### config.mk
export PLATFORM = sky130hd
export DESIGN_NAME = bcpg_front_flat
export DESIGN_NICKNAME = d
export VERILOG_FILES = /design/src/sv/bcpg_pkg.sv /design/src/sv/bcpg_if.sv /design/src/sv/bcpg_front.sv /design/src/flat_wrapper.sv
export SDC_FILE = /design/constraint.sdc
export NUM_CORES = 1
export LEC_CHECK = 0
export ABC_AREA = 1
export BUFFER_PORTS_ARGS = -buffer_cell sky130_fd_sc_hd__buf_4
export CAP_MARGIN = 20
export CELL_PAD_IN_SITES_DETAIL_PLACEMENT = 0
export CELL_PAD_IN_SITES_GLOBAL_PLACEMENT = 1
export CORE_MARGIN = 5
export CORE_UTILIZATION = 29
export CTS_CLUSTER_SIZE = 40
export DETAILED_ROUTE_END_ITERATION = 7
export HOLD_SLACK_MARGIN = 0.15
export PLACE_DENSITY = 0.61
export SLEW_MARGIN = 5
export SYNTH_ARGS = -nofsm -noshare
export SYNTH_HDL_FRONTEND = slang
export SYNTH_SLANG_ARGS = --single-unit
### constraint.sdc
create_clock -name clk -period 8.1 [get_ports clk]
set_clock_uncertainty 0.1 [all_clocks]
set_input_delay 0.405 -clock clk [delete_from_list [all_inputs] [get_ports clk]]
set_output_delay 0.405 -clock clk [all_outputs]
set_load 0.01 [all_outputs]
### src/sv/bcpg_pkg.sv
`timescale 1ns / 1ps
// ----------------------------------------------------------------------------
// bcpg_pkg
// Shared types, constants and fixed-point helpers for the Bezier point
// generator.
// ----------------------------------------------------------------------------
package bcpg_pkg;

  // curvature kinds carried with each vertex
  localparam logic [2:0] KIND_PREV       = 3'd0;
  localparam logic [2:0] KIND_NEXT       = 3'd1;
  localparam logic [2:0] KIND_BOTH       = 3'd2;
  localparam logic [2:0] KIND_CONST_NEXT = 3'd3;
  localparam logic [2:0] KIND_DONT_CARE  = 3'd4;

  localparam logic [15:0] RATIO_RESET = 16'd19661;

  // divider: signed dividend, magnitude bits and full width
  localparam int DIV_MAG_W = 49;
  localparam int DIV_W     = DIV_MAG_W + 1;

  typedef struct packed {
    logic signed [31:0] x;
    logic signed [31:0] y;
    logic [2:0]         kind;
    logic               last;
  } vtx_t;

  // clamp to the signed cb-bit range, then to 32 bits
  function automatic logic signed [31:0] sat_coord(input logic signed [39:0] v,
                                                   input int cb);
    logic signed [39:0] hi;
    logic signed [39:0] lo;
    int                 eb;
    eb = (cb < 32) ? cb : 32;
    hi = (40'sd1 <<< (eb - 1)) - 40'sd1;
    lo = -hi - 40'sd1;
    if (v > hi) return hi[31:0];
    if (v < lo) return lo[31:0];
    return v[31:0];
  endfunction

  // Q34.32 product back to Q34.16, truncated toward zero
  function automatic logic signed [49:0] mulq(input logic signed [65:0] p);
    logic signed [65:0] adj;
    adj = p + ((p < 66'sd0) ? 66'sd65535 : 66'sd0);
    return adj[65:16];
  endfunction

endpackage

### src/sv/bcpg_if.sv
`timescale 1ns / 1ps
// ----------------------------------------------------------------------------
// bcpg channel interfaces
// Vertex input, point output and ratio write channels, valid/ready.
// ----------------------------------------------------------------------------
interface bcpg_in_if;
  logic               valid;
  logic               ready;
  logic signed [31:0] vertex_x;
  logic signed [31:0] vertex_y;
  logic [2:0]         vertex_kind;
  logic               route_last;
  modport source (output valid, vertex_x, vertex_y, vertex_kind, route_last, input ready);
  modport sink   (input valid, vertex_x, vertex_y, vertex_kind, route_last, output ready);
endinterface


### src/sv/bcpg_front.sv
`timescale 1ns / 1ps
// ----------------------------------------------------------------------------
// bcpg_front
// Takes vertices, clamps them to the coordinate range and queues them
// (two entries) for the back end.
// ----------------------------------------------------------------------------
module bcpg_front #(
  parameter int COORD_BITS = 32
) (
  input  logic            clk,
  input  logic            rst_n,
  bcpg_in_if.sink         in_vtx,
  output bcpg_pkg::vtx_t  head,
  output logic            head_valid,
  input  logic            pop
);

  bcpg_pkg::vtx_t q_r [2];
  logic           wr_ptr_r;
  logic           rd_ptr_r;
  logic [1:0]     cnt_r;
  logic           push;
  bcpg_pkg::vtx_t entry;

  assign in_vtx.ready = (cnt_r != 2'd2);
  assign push         = in_vtx.valid && in_vtx.ready;
  assign head         = q_r[rd_ptr_r];
  assign head_valid   = (cnt_r != 2'd0);

  always_comb begin
    entry.x    = bcpg_pkg::sat_coord(40'(in_vtx.vertex_x), COORD_BITS);
    entry.y    = bcpg_pkg::sat_coord(40'(in_vtx.vertex_y), COORD_BITS);
    entry.kind = in_vtx.vertex_kind;
    entry.last = in_vtx.route_last;
  end

  always_ff @(posedge clk) begin
    if (!rst_n) begin
      wr_ptr_r <= 1'b0;
      rd_ptr_r <= 1'b0;
      cnt_r    <= 2'd0;
    end else begin
      if (push) begin
        q_r[wr_ptr_r] <= entry;
        wr_ptr_r      <= ~wr_ptr_r;
      end
      if (pop) rd_ptr_r <= ~rd_ptr_r;
      if (push && !pop) cnt_r <= cnt_r + 2'd1;
      else if (pop && !push) cnt_r <= cnt_r - 2'd1;
    end
  end

endmodule

### src/flat_wrapper.sv
// flat-port wrapper written by rule: the top's interface ports become plain ports
module bcpg_front_flat 
#(
  parameter int COORD_BITS = 32
)
  (clk, rst_n, head, head_valid, pop, in_vtx_valid, in_vtx_vertex_x, in_vtx_vertex_y, in_vtx_vertex_kind, in_vtx_route_last, in_vtx_ready);
  bcpg_in_if in_vtx_i ();
  input  logic clk;
  input  logic rst_n;
  output bcpg_pkg::vtx_t head;
  output logic head_valid;
  input  logic pop;
  input wire logic [$bits(in_vtx_i.valid)-1:0] in_vtx_valid;
  input wire logic [$bits(in_vtx_i.vertex_x)-1:0] in_vtx_vertex_x;
  input wire logic [$bits(in_vtx_i.vertex_y)-1:0] in_vtx_vertex_y;
  input wire logic [$bits(in_vtx_i.vertex_kind)-1:0] in_vtx_vertex_kind;
  input wire logic [$bits(in_vtx_i.route_last)-1:0] in_vtx_route_last;
  output wire logic [$bits(in_vtx_i.ready)-1:0] in_vtx_ready;
  assign in_vtx_i.valid = in_vtx_valid;
  assign in_vtx_i.vertex_x = in_vtx_vertex_x;
  assign in_vtx_i.vertex_y = in_vtx_vertex_y;
  assign in_vtx_i.vertex_kind = in_vtx_vertex_kind;
  assign in_vtx_i.route_last = in_vtx_route_last;
  assign in_vtx_ready = in_vtx_i.ready;
  bcpg_front #(.COORD_BITS(COORD_BITS)) u_core (.clk(clk), .rst_n(rst_n), .in_vtx(in_vtx_i), .head(head), .head_valid(head_valid), .pop(pop));
endmodule
# After elaboration in Yosys (flattened, before gate mapping)
# Memory sizes are Yosys's and may differ from the RTL's. A register that Yosys moved wholly into a read port is not among the register bits.
# Cells that the tools add are included.
# totals
memories	1
wordCells	41
latchBits	0
mem_bits_ro	0
regBits	4
ramBits	136
input_bits	72
# memory_table
memory	depth	word_bits	rd	rd_ports_with_merged_regs	wr	line_no	rtl
u_core.q_r	2	68	1	1	1	bcpg_front.sv:18	bcpg_pkg::vtx_t q_r [2];
# classes
n_bitwise	2
n_div	0
eq_ne	1
n_shift	0
mul	0
reduce_logical	7
magnitude_cmp	4
n_mux	21
add_sub_neg	2
# ops
operator	count
32-bit 2-to-1 mux	8
32-bit > comparator, second input constant	2
32-bit < comparator, second input constant	2
1-bit 2-to-1 mux	11
2-bit 2-to-1 mux	2
2-bit nonzero test	2
1-bit logical AND	3
2-bit by 1-bit adder with 2-bit output, second input constant	1
1-bit logical NOT	2
2-bit inequality test, second input constant	1
1-bit NOT	2
2-bit by 1-bit subtractor with 2-bit output, second input constant	1

# Longest topological paths before layout
# Gate-level depths: netlist of the first run.
# logic_depth
ltp_word	6
depth_mapped	11

# Worst setup path before layout of the first run
# No wires, ideal clock.
# synth_path
kind	register -> register
start	reg u_core.cnt_r[0]
end	mem u_core.q_r[1][0] in the netlist's numbering (enable)
period_less_slack_ps	5889
setup_slack_ps	2211
n_path_buf	0
path_stages_with_launch	5
setup_time_ps	578
arrival_time_ps	5211
path_cell_list	dfxtp_1 inv_1 nand2_1 nand2_1 nor3_1
# synth_via
elab_chain_cells	5
# synth_lines
item	line_no	rtl
start: declaration	bcpg_front.sv:21	logic [1:0] cnt_r;
start signal: assignment	bcpg_front.sv:48	if (push && !pop) cnt_r <= cnt_r + 2'd1;
start signal: assignment	bcpg_front.sv:49	else if (pop && !push) cnt_r <= cnt_r - 2'd1;
2-bit inequality test	bcpg_front.sv:25	assign in_vtx.ready = (cnt_r != 2'd2);
net in_vtx_ready	flat_wrapper.sv:18	output wire logic [$bits(in_vtx_i.ready)-1:0] in_vtx_ready;
1-bit logical AND	bcpg_front.sv:26	assign push = in_vtx.valid && in_vtx.ready;
1-bit 2-to-1 mux	bcpg_front.sv:43	if (push) begin
1-bit 2-to-1 mux	bcpg_front.sv:38	if (!rst_n) begin
1-bit 2-to-1 mux (not written as such)	bcpg_front.sv:44	q_r[wr_ptr_r] <= entry;
end: declaration	bcpg_front.sv:18	
# The timed path passes the listed nets, and every way through them passes these cells.

==> results of run 1 <==
## where the power goes
group	leakage (nW)	switching, mW	internal, mW
logic	1.42	0.0978	0.135
registers	1.29	0.0135	0.841
clock network	0.286	0.278	0.478
total	3.00	0.390	1.45
## area by class of cell
class                           instances  share of cell area [%]
Sequential cell                       141                    53.2
Clock inverter                         14                    1.92
Timing Repair Buffer                  216                    23.2
Inverter                                9                   0.429
Tap cell                              234                    3.72
Multi-Input combinational cell         89                    12.1
Clock buffer                           18                    5.45
## sequential cells by signal (all words and copies together), names as in the netlist, named ones only
signal	count
u_core.rd_ptr_r	1
u_core.q_r	136
u_core.cnt_r	2
u_core.wr_ptr_r	1
## layout by cell type, fill, tap and decap left out, types with 2 or more instances in the layout
cell type / count
clkinv_2: 5
a21oi_1: 2
mux2_4: 20
clkinv_1: 3
bufinv_16: 3
nor2_1: 3
clkinv_4: 2
nand2_1: 9
dfxtp_1: 4
dlygate4sd3_1: 70
clkbuf_16: 17
edfxtp_1: 136
inv_1: 9
buf_4: 144
mux2_2: 48
## timing repair
item / in CTS / in global routing
resized for setup: 0 / 0
hold buffers: 70 / 0
endpoints found under the hold margin: 138 / 0
## per-layer routing
| layer | vias up | wire, um |
|---|---|---|
| li1 | 1410 | - |
| met1 | 1423 | 4420 |
| met2 | 91 | 5610 |
| met3 | 14 | 650 |
| met4 | 0 | 142 |
| met5 | - | 0 |
## per-stage QoR
| stage | std cells | util, % | power [mW] | cell area [um2] |
|---|---|---|---|---|
| 2_1_floorplan | 311 | - | 0.986 | 5470 |
| 3_3_place_gp | 617 | 35.1 | 1.07 | 6550 |
| 3_5_place_dp | 617 | 35.1 | 1.08 | 6550 |
| 4_1_cts | 719 | 42.0 | 1.87 | 7830 |
| 5_1_grt | 721 | 42.3 | 1.92 | 7880 |
| 6_report | 721 | 42.3 | 1.84 | 7880 |
## tightest hold or removal path, cell delays in order
cell	delay (ns)
buf_4	0.08
nand2_1	0.09
nand2_1	0.07
a21oi_1	0.06
## final timing paths
check	startpoint	to	cells past startpoint
worst max-delay path	flop	head[5]	3
worst min-delay path	in_vtx_valid	u_core.wr_ptr_r$_SDFFE_PN0N_	4
worst max register to register	u_core.cnt_r[0]$_SDFFE_PN0P_	u_core.q_r[0][22]$_DFFE_PP_	8
worst min register to register	u_core.wr_ptr_r$_SDFFE_PN0N_	u_core.wr_ptr_r$_SDFFE_PN0N_	2
## cells by family after synthesis
family | synth area share, %
XOR/XNOR | 0.160
AO/OA/AOI/OAI | 0.274
multiplexers | 15.4
flip-flops | 76.5
adder cells (fa/ha/maj) | 0.229
buffers and inverters | 6.33
AND/OR/NAND/NOR | 1.19
==> results by group, run 1 <==
Status
  – Status: completed

Critical path
  – Worst Path Required: 7.60 ns
  – Worst path cell trace: buf_16, mux2_2, buf_4
  – Crit path max-delay cell type: dfxtp_4
  – Worst path max stage delay: 0.60 ns
  – CP Launch Type: flop
  – Crit path max fanout: 43
  – Crit Path Class: reg -> out
  – Worst path buffer plus inverter count: 2
  – CP delay by family, top: flip-flops
  – Setup crit end kind: primary output
  – Worst path arrival time: 1.90 ns
  – R2r setup slk: 5.81 ns

Final layout
  – Multi-input gate area: 955 um2
  – FF+latch area: 4190 um2
  – Area Overhead vs Synth: 44.0%
  – Filler cells: 1671
  – Layout cells sized above 1: 50.3%
  – Antenna fix cells: 0
  – Nets: 547

Clock network
  – Worst-Skew Late Latency: 0.40 ns
  – Root Buffer: clkbuf_16
  – Clock sink count: 141
  – CTS Buf Count: 17
  – CTS tree: yes
  – Buffers from clock root to sink, at most: 2
  – H-tree level count: 4
  – Number of post-CTS setup repair buffers: 0
  – Clk slew on worst S/H paths: 0.06 ns

GRT
  – Grt met2 use: 17.3%
  – Met3 Track Usage GR: 3.71%
  – First-pass GRT wire length: 17100 um
  – Vias in the first global route: 3325
  – Met1 Usage GRT: 12.0%
  – Global route hottest layer: met2
  – Initial antenna violation count: 0
  – Largest net degree at the start of global routing: 69
  – All-layer global routing usage: 10.2%
  – Gr ovfl total: 0

Logic synthesis
  – Post-synthesis register bit count: 141
  – Syn nets: 384
  – Syn Std Cell Area: 5470 um2
  – Most numerous cell in the Yosys netlist: edfxtp_1
  – Post-synthesis cell count: 311
  – Mean Syn Cell Area: 17.6 um2
  – Ys async rst share: 0%
  – Predominant post-synthesis flop cell: edfxtp_1
  – Sequential cell area fraction in the yosys report: 76.5%
  – Top-area cell type share of the netlist area: 74.6%
  – Number of synthesized flops with an enable pin: 136
  – Most area-consuming cells after synthesis: edfxtp_1, mux2_2, mux2_4
  – Distinct cells, synth: 18
  – Post-synth top cells: edfxtp_1, clkbuf_1, mux2_2, mux2_4
  – Yosys top cell by area: edfxtp_1
  – Synth warn: 0

STA
  – Worst hold margin: 0.248 ns
  – TNS Setup: 0 ns
  – Final min period: 2.41 ns
  – Fmax: 416 MHz
  – Fin. Hold Viols: 0
  – Final setup fails: 0
  – Max-slew violations: 0
  – RSZ-0062 raised after global routing: no
  – Relative max-transition margin: 54.7%
  – Final setup margin: 5.69 ns
  – Tightest Pin Transition: 0.679 ns
  – Period utilisation layout: 29.7%

Floorplan
  – Die width: 147 um
  – Ports: 142
  – Initial core utilization: 29.4%
  – Die Height: 147 um
  – # rows: 50
  – Die footprint: 21700 um2
  – Core area: 18600 um2

Placed design
  – Setup slack after placement: 5.35 ns
  – Routability cong.: 0.716
  – DP HPWL: 6850 um
  – IO buf count: 141

Routing
  – Total via count in the routed design: 2938
  – TritonRoute pass-1 iters: 4
  – Wire per inst: 15.0 um
  – DRT iter0 DRCs: 99
  – Final WL: 10800 um
  – Routed Antenna Nets: 0
  – Number of remaining DRC errors: 0
  – Vias per Instance: 4.07

Power and ir drop
  – VDD IR max: 0.000138 V
  – Leakage power: 3.00 nW
  – PwrDens: 234 nW/um2

Run
  – Max-Cap Viols: 0

Min path
  – Worst Hold Class: in -> reg
(Power assumes the default switching activity.)
==> inputs of run 2 (changes only) <==
--- a/config.mk
+++ b/config.mk
@@ -15,7 +15,7 @@
 export CTS_CLUSTER_SIZE = 40
 export DETAILED_ROUTE_END_ITERATION = 7
 export HOLD_SLACK_MARGIN = 0.15
-export PLACE_DENSITY = 0.61
+export PLACE_DENSITY = 0.63
 export SLEW_MARGIN = 5
 export SYNTH_ARGS = -nofsm -noshare
 export SYNTH_HDL_FRONTEND = slang
==> constraint.sdc (replaced) <==
create_clock -name clk -period 2 [get_ports clk]
set_clock_uncertainty 0.1 [all_clocks]
set_input_delay 0.1 -clock clk [delete_from_list [all_inputs] [get_ports clk]]
set_output_delay 0.1 -clock clk [all_outputs]
set_load 0.01 [all_outputs]
==> run 2 against run 1 <==
Core utilization grew 0.51 points. Combinational power increased to 4.2 times the previous value. Global-route usage rose by 0.096 points. Critical path depth did not move. Wire length grew 2.1%. Via count is 2.6% higher. Cell count is 0.69% higher. Sequential power grew to 4.0 times the previous value. Non-clock buffer count up 5. Critical endpoint is now head[26].
==> results by group, run 2 (synthesized netlist as in run 1, its figures left out) <==
Clock network
  – Clock sink count: 141 (unchanged)
  – Clk slew on worst S/H paths: 0.06 ns (about the same)
  – Root Buffer: clkbuf_16 (unchanged)
  – CTS Buf Count: 17 (unchanged)
  – CTS tree: yes (unchanged)
  – Worst-Skew Late Latency: 0.41 ns (was 0.40 ns)
  – Buffers from clock root to sink, at most: 2 (unchanged)
  – H-tree level count: 4 (unchanged)

Floorplan
  – Die footprint: 21700 um2 (unchanged)
  – Ports: 142 (unchanged)
  – Initial core utilization: 29.4% (unchanged)
  – Die Height: 147 um (unchanged)
  – Core area: 18600 um2 (unchanged)
  – Die width: 147 um (unchanged)
  – # rows: 50 (unchanged)

Routing
  – Wire per inst: 15.2 um (was 15.0 um)
  – Routed Antenna Nets: 0 (unchanged)
  – Total via count in the routed design: 3013 (was 2938)
  – Final WL: 11100 um (was 10800 um)
  – DRT iter0 DRCs: 77 (was 99)
  – TritonRoute pass-1 iters: 4 (unchanged)
  – Number of remaining DRC errors: 0 (unchanged)
  – Vias per Instance: 4.15 (was 4.07)

STA
  – Final min period: 1.89 ns
  – Fin. Hold Viols: 0 (unchanged)
  – Final setup margin: 0.109 ns (was 5.69 ns)
  – Tightest Pin Transition: 0.405 ns (was 0.679 ns)
  – Max-slew violations: 0 (unchanged)
  – TNS Setup: 0 ns (unchanged)
  – Final setup fails: 0 (unchanged)
  – Fmax: 529 MHz
  – Relative max-transition margin: 73.0% (was 54.7%)
  – Worst hold margin: 0.305 ns (was 0.248 ns)
  – RSZ-0062 raised after global routing: no (unchanged)
  – Period utilisation layout: 94.6%

Final layout
  – Commonest non-fill, non-tap cell in the layout: buf_4 (unchanged)
  – Filler cells: 1662 (was 1671)
  – Most used cells in the layout excluding fill and tap cells: buf_4, edfxtp_1, dlygate4sd3_1 (unchanged)
  – FF+latch area: 4190 um2 (about the same)
  – Largest register FFs: 136 (unchanged)
  – Layout cells sized above 1: 52.0% (was 50.3%)
  – Post-layout util: 42.8% (was 42.3%)
  – Nets: 552 (was 547)
  – Antenna fix cells: 0 (unchanged)
  – Final std cells w/o fill: 726 (was 721)
  – Area Overhead vs Synth: 45.7% (was 44.0%)
  – Largest register by flop count: u_core.q_r (unchanged)
  – Largest regs: u_core.q_r: 136 flops, u_core.cnt_r: 2 flops (unchanged)
  – Final instance area: 7970 um2 (was 7880 um2)
  – Multi-input gate area: 968 um2 (was 955 um2)

Run
  – Max-Cap Viols: 0 (unchanged)

Power and ir drop
  – Leakage power: 3.02 nW (was 3.00 nW)
  – VDD IR max: 0.000549 V (was 0.000138 V)
  – PwrDens: 947 nW/um2 (was 234 nW/um2)
  – Total power: 7.55 mW (was 1.84 mW)

Critical path
  – Worst r2r src: u_core.cnt_r[0]$_SDFFE_PN0P_ (unchanged)
  – Worst path arrival time: 1.69 ns (was 1.90 ns)
  – Worst path max stage delay: 0.51 ns (was 0.60 ns)
  – Worst path cell trace: buf_4, mux2_2, buf_4 (was buf_16, mux2_2, buf_4)
  – CP Launch Type: flop (unchanged)
  – Worst r2r path cells: 7 (was 8)
  – R2r setup slk: 0.13 ns (was 5.81 ns)
  – Most frequent CP cell: buf_4
  – Setup crit end kind: primary output (unchanged)
  – Worst r2r dst: u_core.cnt_r[0]$_SDFFE_PN0P_ (was u_core.q_r[0][22]$_DFFE_PP_)
  – Crit path max-delay cell type: dfxtp_4 (unchanged)
  – Crit path max fanout: 13 (was 43)
  – Crit Path Class: reg -> out (unchanged)
  – Worst Path Required: 1.80 ns (was 7.60 ns)

Placed design
  – Placed Cells: 621 (was 617)
  – Setup slack after placement: 0.321 ns (was 5.35 ns)
  – Post-DP Area: 6650 um2 (was 6550 um2)
  – DP HPWL: 6820 um (was 6850 um)
  – Routability cong.: 0.726 (was 0.716)
  – IO buf count: 141 (unchanged)

GRT
  – Vias in the first global route: 3343 (was 3325)
  – First-pass GRT wire length: 17100 um (about the same)
  – All-layer global routing usage: 10.3% (was 10.2%)
  – Gr ovfl total: 0 (unchanged)
  – Initial antenna violation count: 0 (unchanged)
  – Largest net degree at the start of global routing: 69 (unchanged)

Min path
  – Worst Hold Path EP: u_core.q_r[0][40]$_DFFE_PP_ (was u_core.wr_ptr_r$_SDFFE_PN0N_)
  – Worst Hold Class: in -> reg (unchanged)
  – Worst hold stages: 2 (was 4)
  – Hold wc startpoint: in_vtx_vertex_x[4] (was in_vtx_valid)

Status
  – Status: completed (unchanged)
run 2: changes by cell type in the layout (fill, tap and decap cells not counted), sizes merged:
cell         delta
buf             +3
clkinvlp        +4
clkbuf          +4
bufinv          -1
dlygate4sd3     +2
clkinv          -7
run 2: repair_timing:
action | CTS | global route
hold buffers | 72 | 0
resized for setup | 0 | 0
endpoints found under the setup margin | 14 | 0
endpoints found under the hold margin | 141 | 0
setup buffers | 1 | 0
run 2: how the worst max path moves through the flow:
stage                            startpoint                          end  slack [ns]  depth (start not counted)
3_3_place_gp   u_core.cnt_r[0]$_SDFFE_PN0P_  u_core.q_r[0][58]$_DFFE_PP_        0.36                          7
5_1_grt                                flop                     head[39]        0.01                          3
2_1_floorplan  u_core.cnt_r[0]$_SDFFE_PN0P_   u_core.q_r[1][0]$_DFFE_PP_       -0.75                          4
6_report                               flop                     head[26]        0.11                          3
4_1_cts                                flop                     head[26]        0.05                          3
3_5_place_dp   u_core.cnt_r[0]$_SDFFE_PN0P_  u_core.q_r[0][60]$_DFFE_PP_        0.32                          7
run 2: cell type report:
class | count | area share, %
tap | 234 | 3.67
inverter | 9 | 0.424
clock buffer | 22 | 6.07
multi-input combinational | 89 | 12.1
clock inverter | 10 | 1.41
sequential | 141 | 52.5
timing repair buffer | 221 | 23.7
run 2: critical path, delay by kind of cell, from the launching register on:
kind     cells  cell delay (ns)
mux          1             0.37
buf+inv      2             0.41
flops        1             0.51
run 2: power by group:
| part | internal, mW | total (mW) | leakage (nW) | switching [mW] |
|---|---|---|---|---|
| Sequential | 3.41 | 3.45 | 1.29 | 0.0474 |
| Clock | 1.96 | 3.11 | 0.280 | 1.15 |
| Combinational | 0.568 | 0.986 | 1.46 | 0.418 |
| Total | 5.93 | 7.55 | 3.02 | 1.62 |
run 2: per-layer routing:
layer | global-route usage, % | vias to the layer above | wire (um)
met1 | 11.8 | 1477 | 4650
li1 | - | 1416 | -
met5 | 0 | - | 0
met3 | 3.99 | 14 | 716
met4 | 4.47 | 0 | 192
met2 | 17.4 | 106 | 5500
==> inputs of run 3 (changes only) <==
--- a/config.mk
+++ b/config.mk
@@ -16,6 +16,7 @@
 export DETAILED_ROUTE_END_ITERATION = 7
 export HOLD_SLACK_MARGIN = 0.15
 export PLACE_DENSITY = 0.63
+export REMOVE_ABC_BUFFERS = 1
 export SLEW_MARGIN = 5
 export SYNTH_ARGS = -nofsm -noshare
 export SYNTH_HDL_FRONTEND = slang
==> run 3 against run 2 <==
Largest power group unchanged. Cell count shrank 0.41%. Sequential power is essentially flat. Die area is the same. Cell area shrank 0.75%. Global-route usage shrank 0.36 points. Critical path type unchanged. Wire length shrank 3.9%. Critical path depth is the same. First-iteration DRC count grew 43%.
==> results by group, run 3 (synthesized netlist as in run 1, its figures left out) <==
STA
  – Fin. Hold Viols: 0 (unchanged)
  – Final min period: 1.89 ns (about the same)
  – Final setup fails: 0 (unchanged)
  – Fmax: 529 MHz (about the same)
  – TNS Setup: 0 ns (unchanged)
  – RSZ-0062 raised after global routing: no (unchanged)
  – Max-slew violations: 0 (unchanged)
  – Period utilisation layout: 94.5% (was 94.6%)
  – Tightest Pin Transition: 0.319 ns (was 0.405 ns)
  – Relative max-transition margin: 78.7% (was 73.0%)

GRT
  – Largest net degree at the start of global routing: 55 (was 69)
  – Initial antenna violation count: 0 (unchanged)
  – Vias in the first global route: 3331 (was 3343)
  – All-layer global routing usage: 9.96% (was 10.3%)
  – Gr ovfl total: 0 (unchanged)
  – First-pass GRT wire length: 16600 um (was 17100 um)

Final layout
  – Nets: 549 (was 552)
  – Layout cells sized above 1: 50.1% (was 52.0%)
  – Area Overhead vs Synth: 44.6% (was 45.7%)
  – Most used cells in the layout excluding fill and tap cells: buf_4, edfxtp_1, dlygate4sd3_1 (unchanged)
  – Antenna fix cells: 0 (unchanged)
  – Largest register FFs: 136 (unchanged)
  – Final std cells w/o fill: 723 (was 726)
  – Final instance area: 7910 um2 (was 7970 um2)
  – Largest regs: u_core.q_r: 136 flops, u_core.cnt_r: 2 flops (unchanged)
  – Largest register by flop count: u_core.q_r (unchanged)
  – Commonest non-fill, non-tap cell in the layout: buf_4 (unchanged)

Floorplan
  – # rows: 50 (unchanged)
  – Core area: 18600 um2 (unchanged)
  – Die footprint: 21700 um2 (unchanged)
  – Initial core utilization: 29.4% (unchanged)
  – Ports: 142 (unchanged)
  – Die Height: 147 um (unchanged)
  – Die width: 147 um (unchanged)

Power and ir drop
  – NetSw: 1.57 mW (was 1.62 mW)
  – Switching Fraction: 21.0% (was 21.4%)
  – PwrDens: 945 nW/um2 (was 947 nW/um2)
  – Total power: 7.48 mW (was 7.55 mW)
  – VDD IR max: 0.000556 V (was 0.000549 V)
  – Comb power frac: 12.9% (was 13.1%)
  – Sequential power share: 46.1% (was 45.7%)
  – Clk pwr share: 41.0% (was 41.2%)
  – Cell Int Power: 5.90 mW (was 5.93 mW)
  – Leakage power: 3.00 nW (was 3.02 nW)

Min path
  – Worst Hold Class: in -> reg (unchanged)

Clock network
  – Buffers from clock root to sink, at most: 2 (unchanged)
  – H-tree level count: 4 (unchanged)
  – Clock sink count: 141 (unchanged)
  – Resized Gates After CTS: 0 (unchanged)
  – Worst-Skew Late Latency: 0.41 ns (about the same)
  – CTS tree: yes (unchanged)
  – Number of post-CTS setup repair buffers: 0 (was 1)
  – CTS Buf Count: 17 (unchanged)
  – Clk slew on worst S/H paths: 0.06 ns (about the same)
  – Root Buffer: clkbuf_16 (unchanged)

Critical path
  – Worst path arrival time: 1.69 ns (about the same)
  – Setup crit end kind: primary output (unchanged)
  – CP Launch Type: flop (unchanged)
  – Worst Path Required: 1.80 ns (about the same)
  – Crit Path Class: reg -> out (unchanged)
  – Crit path max fanout: 31 (was 13)
  – Worst path cell trace: buf_12, mux2_2, buf_4 (was buf_4, mux2_2, buf_4)
  – Crit path max-delay cell type: dfxtp_4 (unchanged)
  – Worst path max stage delay: 0.48 ns (was 0.51 ns)

Routing
  – DRT iter0 DRCs: 110 (was 77)
  – TritonRoute pass-1 iters: 3 (was 4)
  – Total via count in the routed design: 2934 (was 3013)
  – Wire per inst: 14.7 um (was 15.2 um)
  – Vias per Instance: 4.06 (was 4.15)
  – Routed Antenna Nets: 0 (unchanged)
  – Number of remaining DRC errors: 0 (unchanged)
  – Final WL: 10600 um (was 11100 um)

Placed design
  – DP HPWL: 6910 um (was 6820 um)
  – Post-DP Area: 6620 um2 (was 6650 um2)
  – Placed Cells: 620 (was 621)
  – IO buf count: 141 (unchanged)
  – Routability cong.: 0.669 (was 0.726)

Status
  – Status: completed (unchanged)

Run
  – Max-Cap Viols: 0 (unchanged)
## run 3: cell count changes in the layout (fill, tap and decap cells not counted), moves of 2 or more
| cell | delta |
|---|---|
| clkbuf_8 | -4 |
| clkinv_1 | +3 |
| nand2_1 | +3 |
| nand2_2 | -3 |
| clkinvlp_4 | -2 |
## run 3: layer usage
layer	wire length (um)	share of wire (%)	up-vias	GRT usage, %
met1	4330	41	1421	11.1
met5	0	0	-	0
met2	5520	52	86	17.4
met3	620	5.8	11	3.74
li1	-	-	1416	-
met4	138	1.3	0	3.77
## run 3: final cells by class
| type | instances | area, um2 |
|---|---|---|
| clock inverter | 13 | 148 |
| fill | 1686 | 10700 |
| inverter | 9 | 33.8 |
| timing repair buffer | 218 | 1860 |
| multi-input combinational | 89 | 955 |
| sequential | 141 | 4190 |
| clock buffer | 19 | 433 |
| tap | 234 | 293 |
## run 3: stage by stage
| step | worst slack [ns] | util, % | hold WS (ns) |
|---|---|---|---|
| after floorplan | -3.89 | - | 0.0989 |
| after global placement | 0.338 | 35.5 | 0.185 |
| after detailed placement | 0.327 | 35.5 | 0.188 |
| after CTS | 0.0548 | 42.4 | 0.297 |
| after global routing | 0.0357 | 42.4 | 0.302 |
| final | 0.110 | 42.4 | 0.317 |
## run 3: repair_timing
item,in CTS,in global routing
endpoints found under the hold margin,141,0
hold buffers,71,0
endpoints found under the setup margin,0,0
## run 3: worst paths after layout
| check | start | endpoint | slack, ns | cells after the start |
|---|---|---|---|---|
| min reg2reg | u_core.wr_ptr_r$_SDFFE_PN0N_ | u_core.wr_ptr_r$_SDFFE_PN0N_ | 0.37 | 2 |
| max reg2reg | u_core.cnt_r[0]$_SDFFE_PN0P_ | u_core.q_r[0][61]$_DFFE_PP_ | 0.32 | 7 |
| min | in_vtx_vertex_y[19] | u_core.q_r[0][23]$_DFFE_PP_ | 0.32 | 2 |
| max | flop | head[46] | 0.11 | 3 |
## run 3: power groups by stage
stage / sequential, mW / combinational (mW) / clock, mW
floorplan: 3.55 / 0.385 / 0
global placement: 3.51 / 0.864 / 0
detailed placement: 3.51 / 0.870 / 0
CTS: 3.45 / 0.987 / 3.15
global route: 3.46 / 1.04 / 3.27
finish: 3.45 / 0.961 / 3.06
## run 3: worst max-delay path: cells and delay by family (launching register included)
family / cells / cell delay [ns]
flops: 1 / 0.48
buf+inv: 2 / 0.41
mux: 1 / 0.37
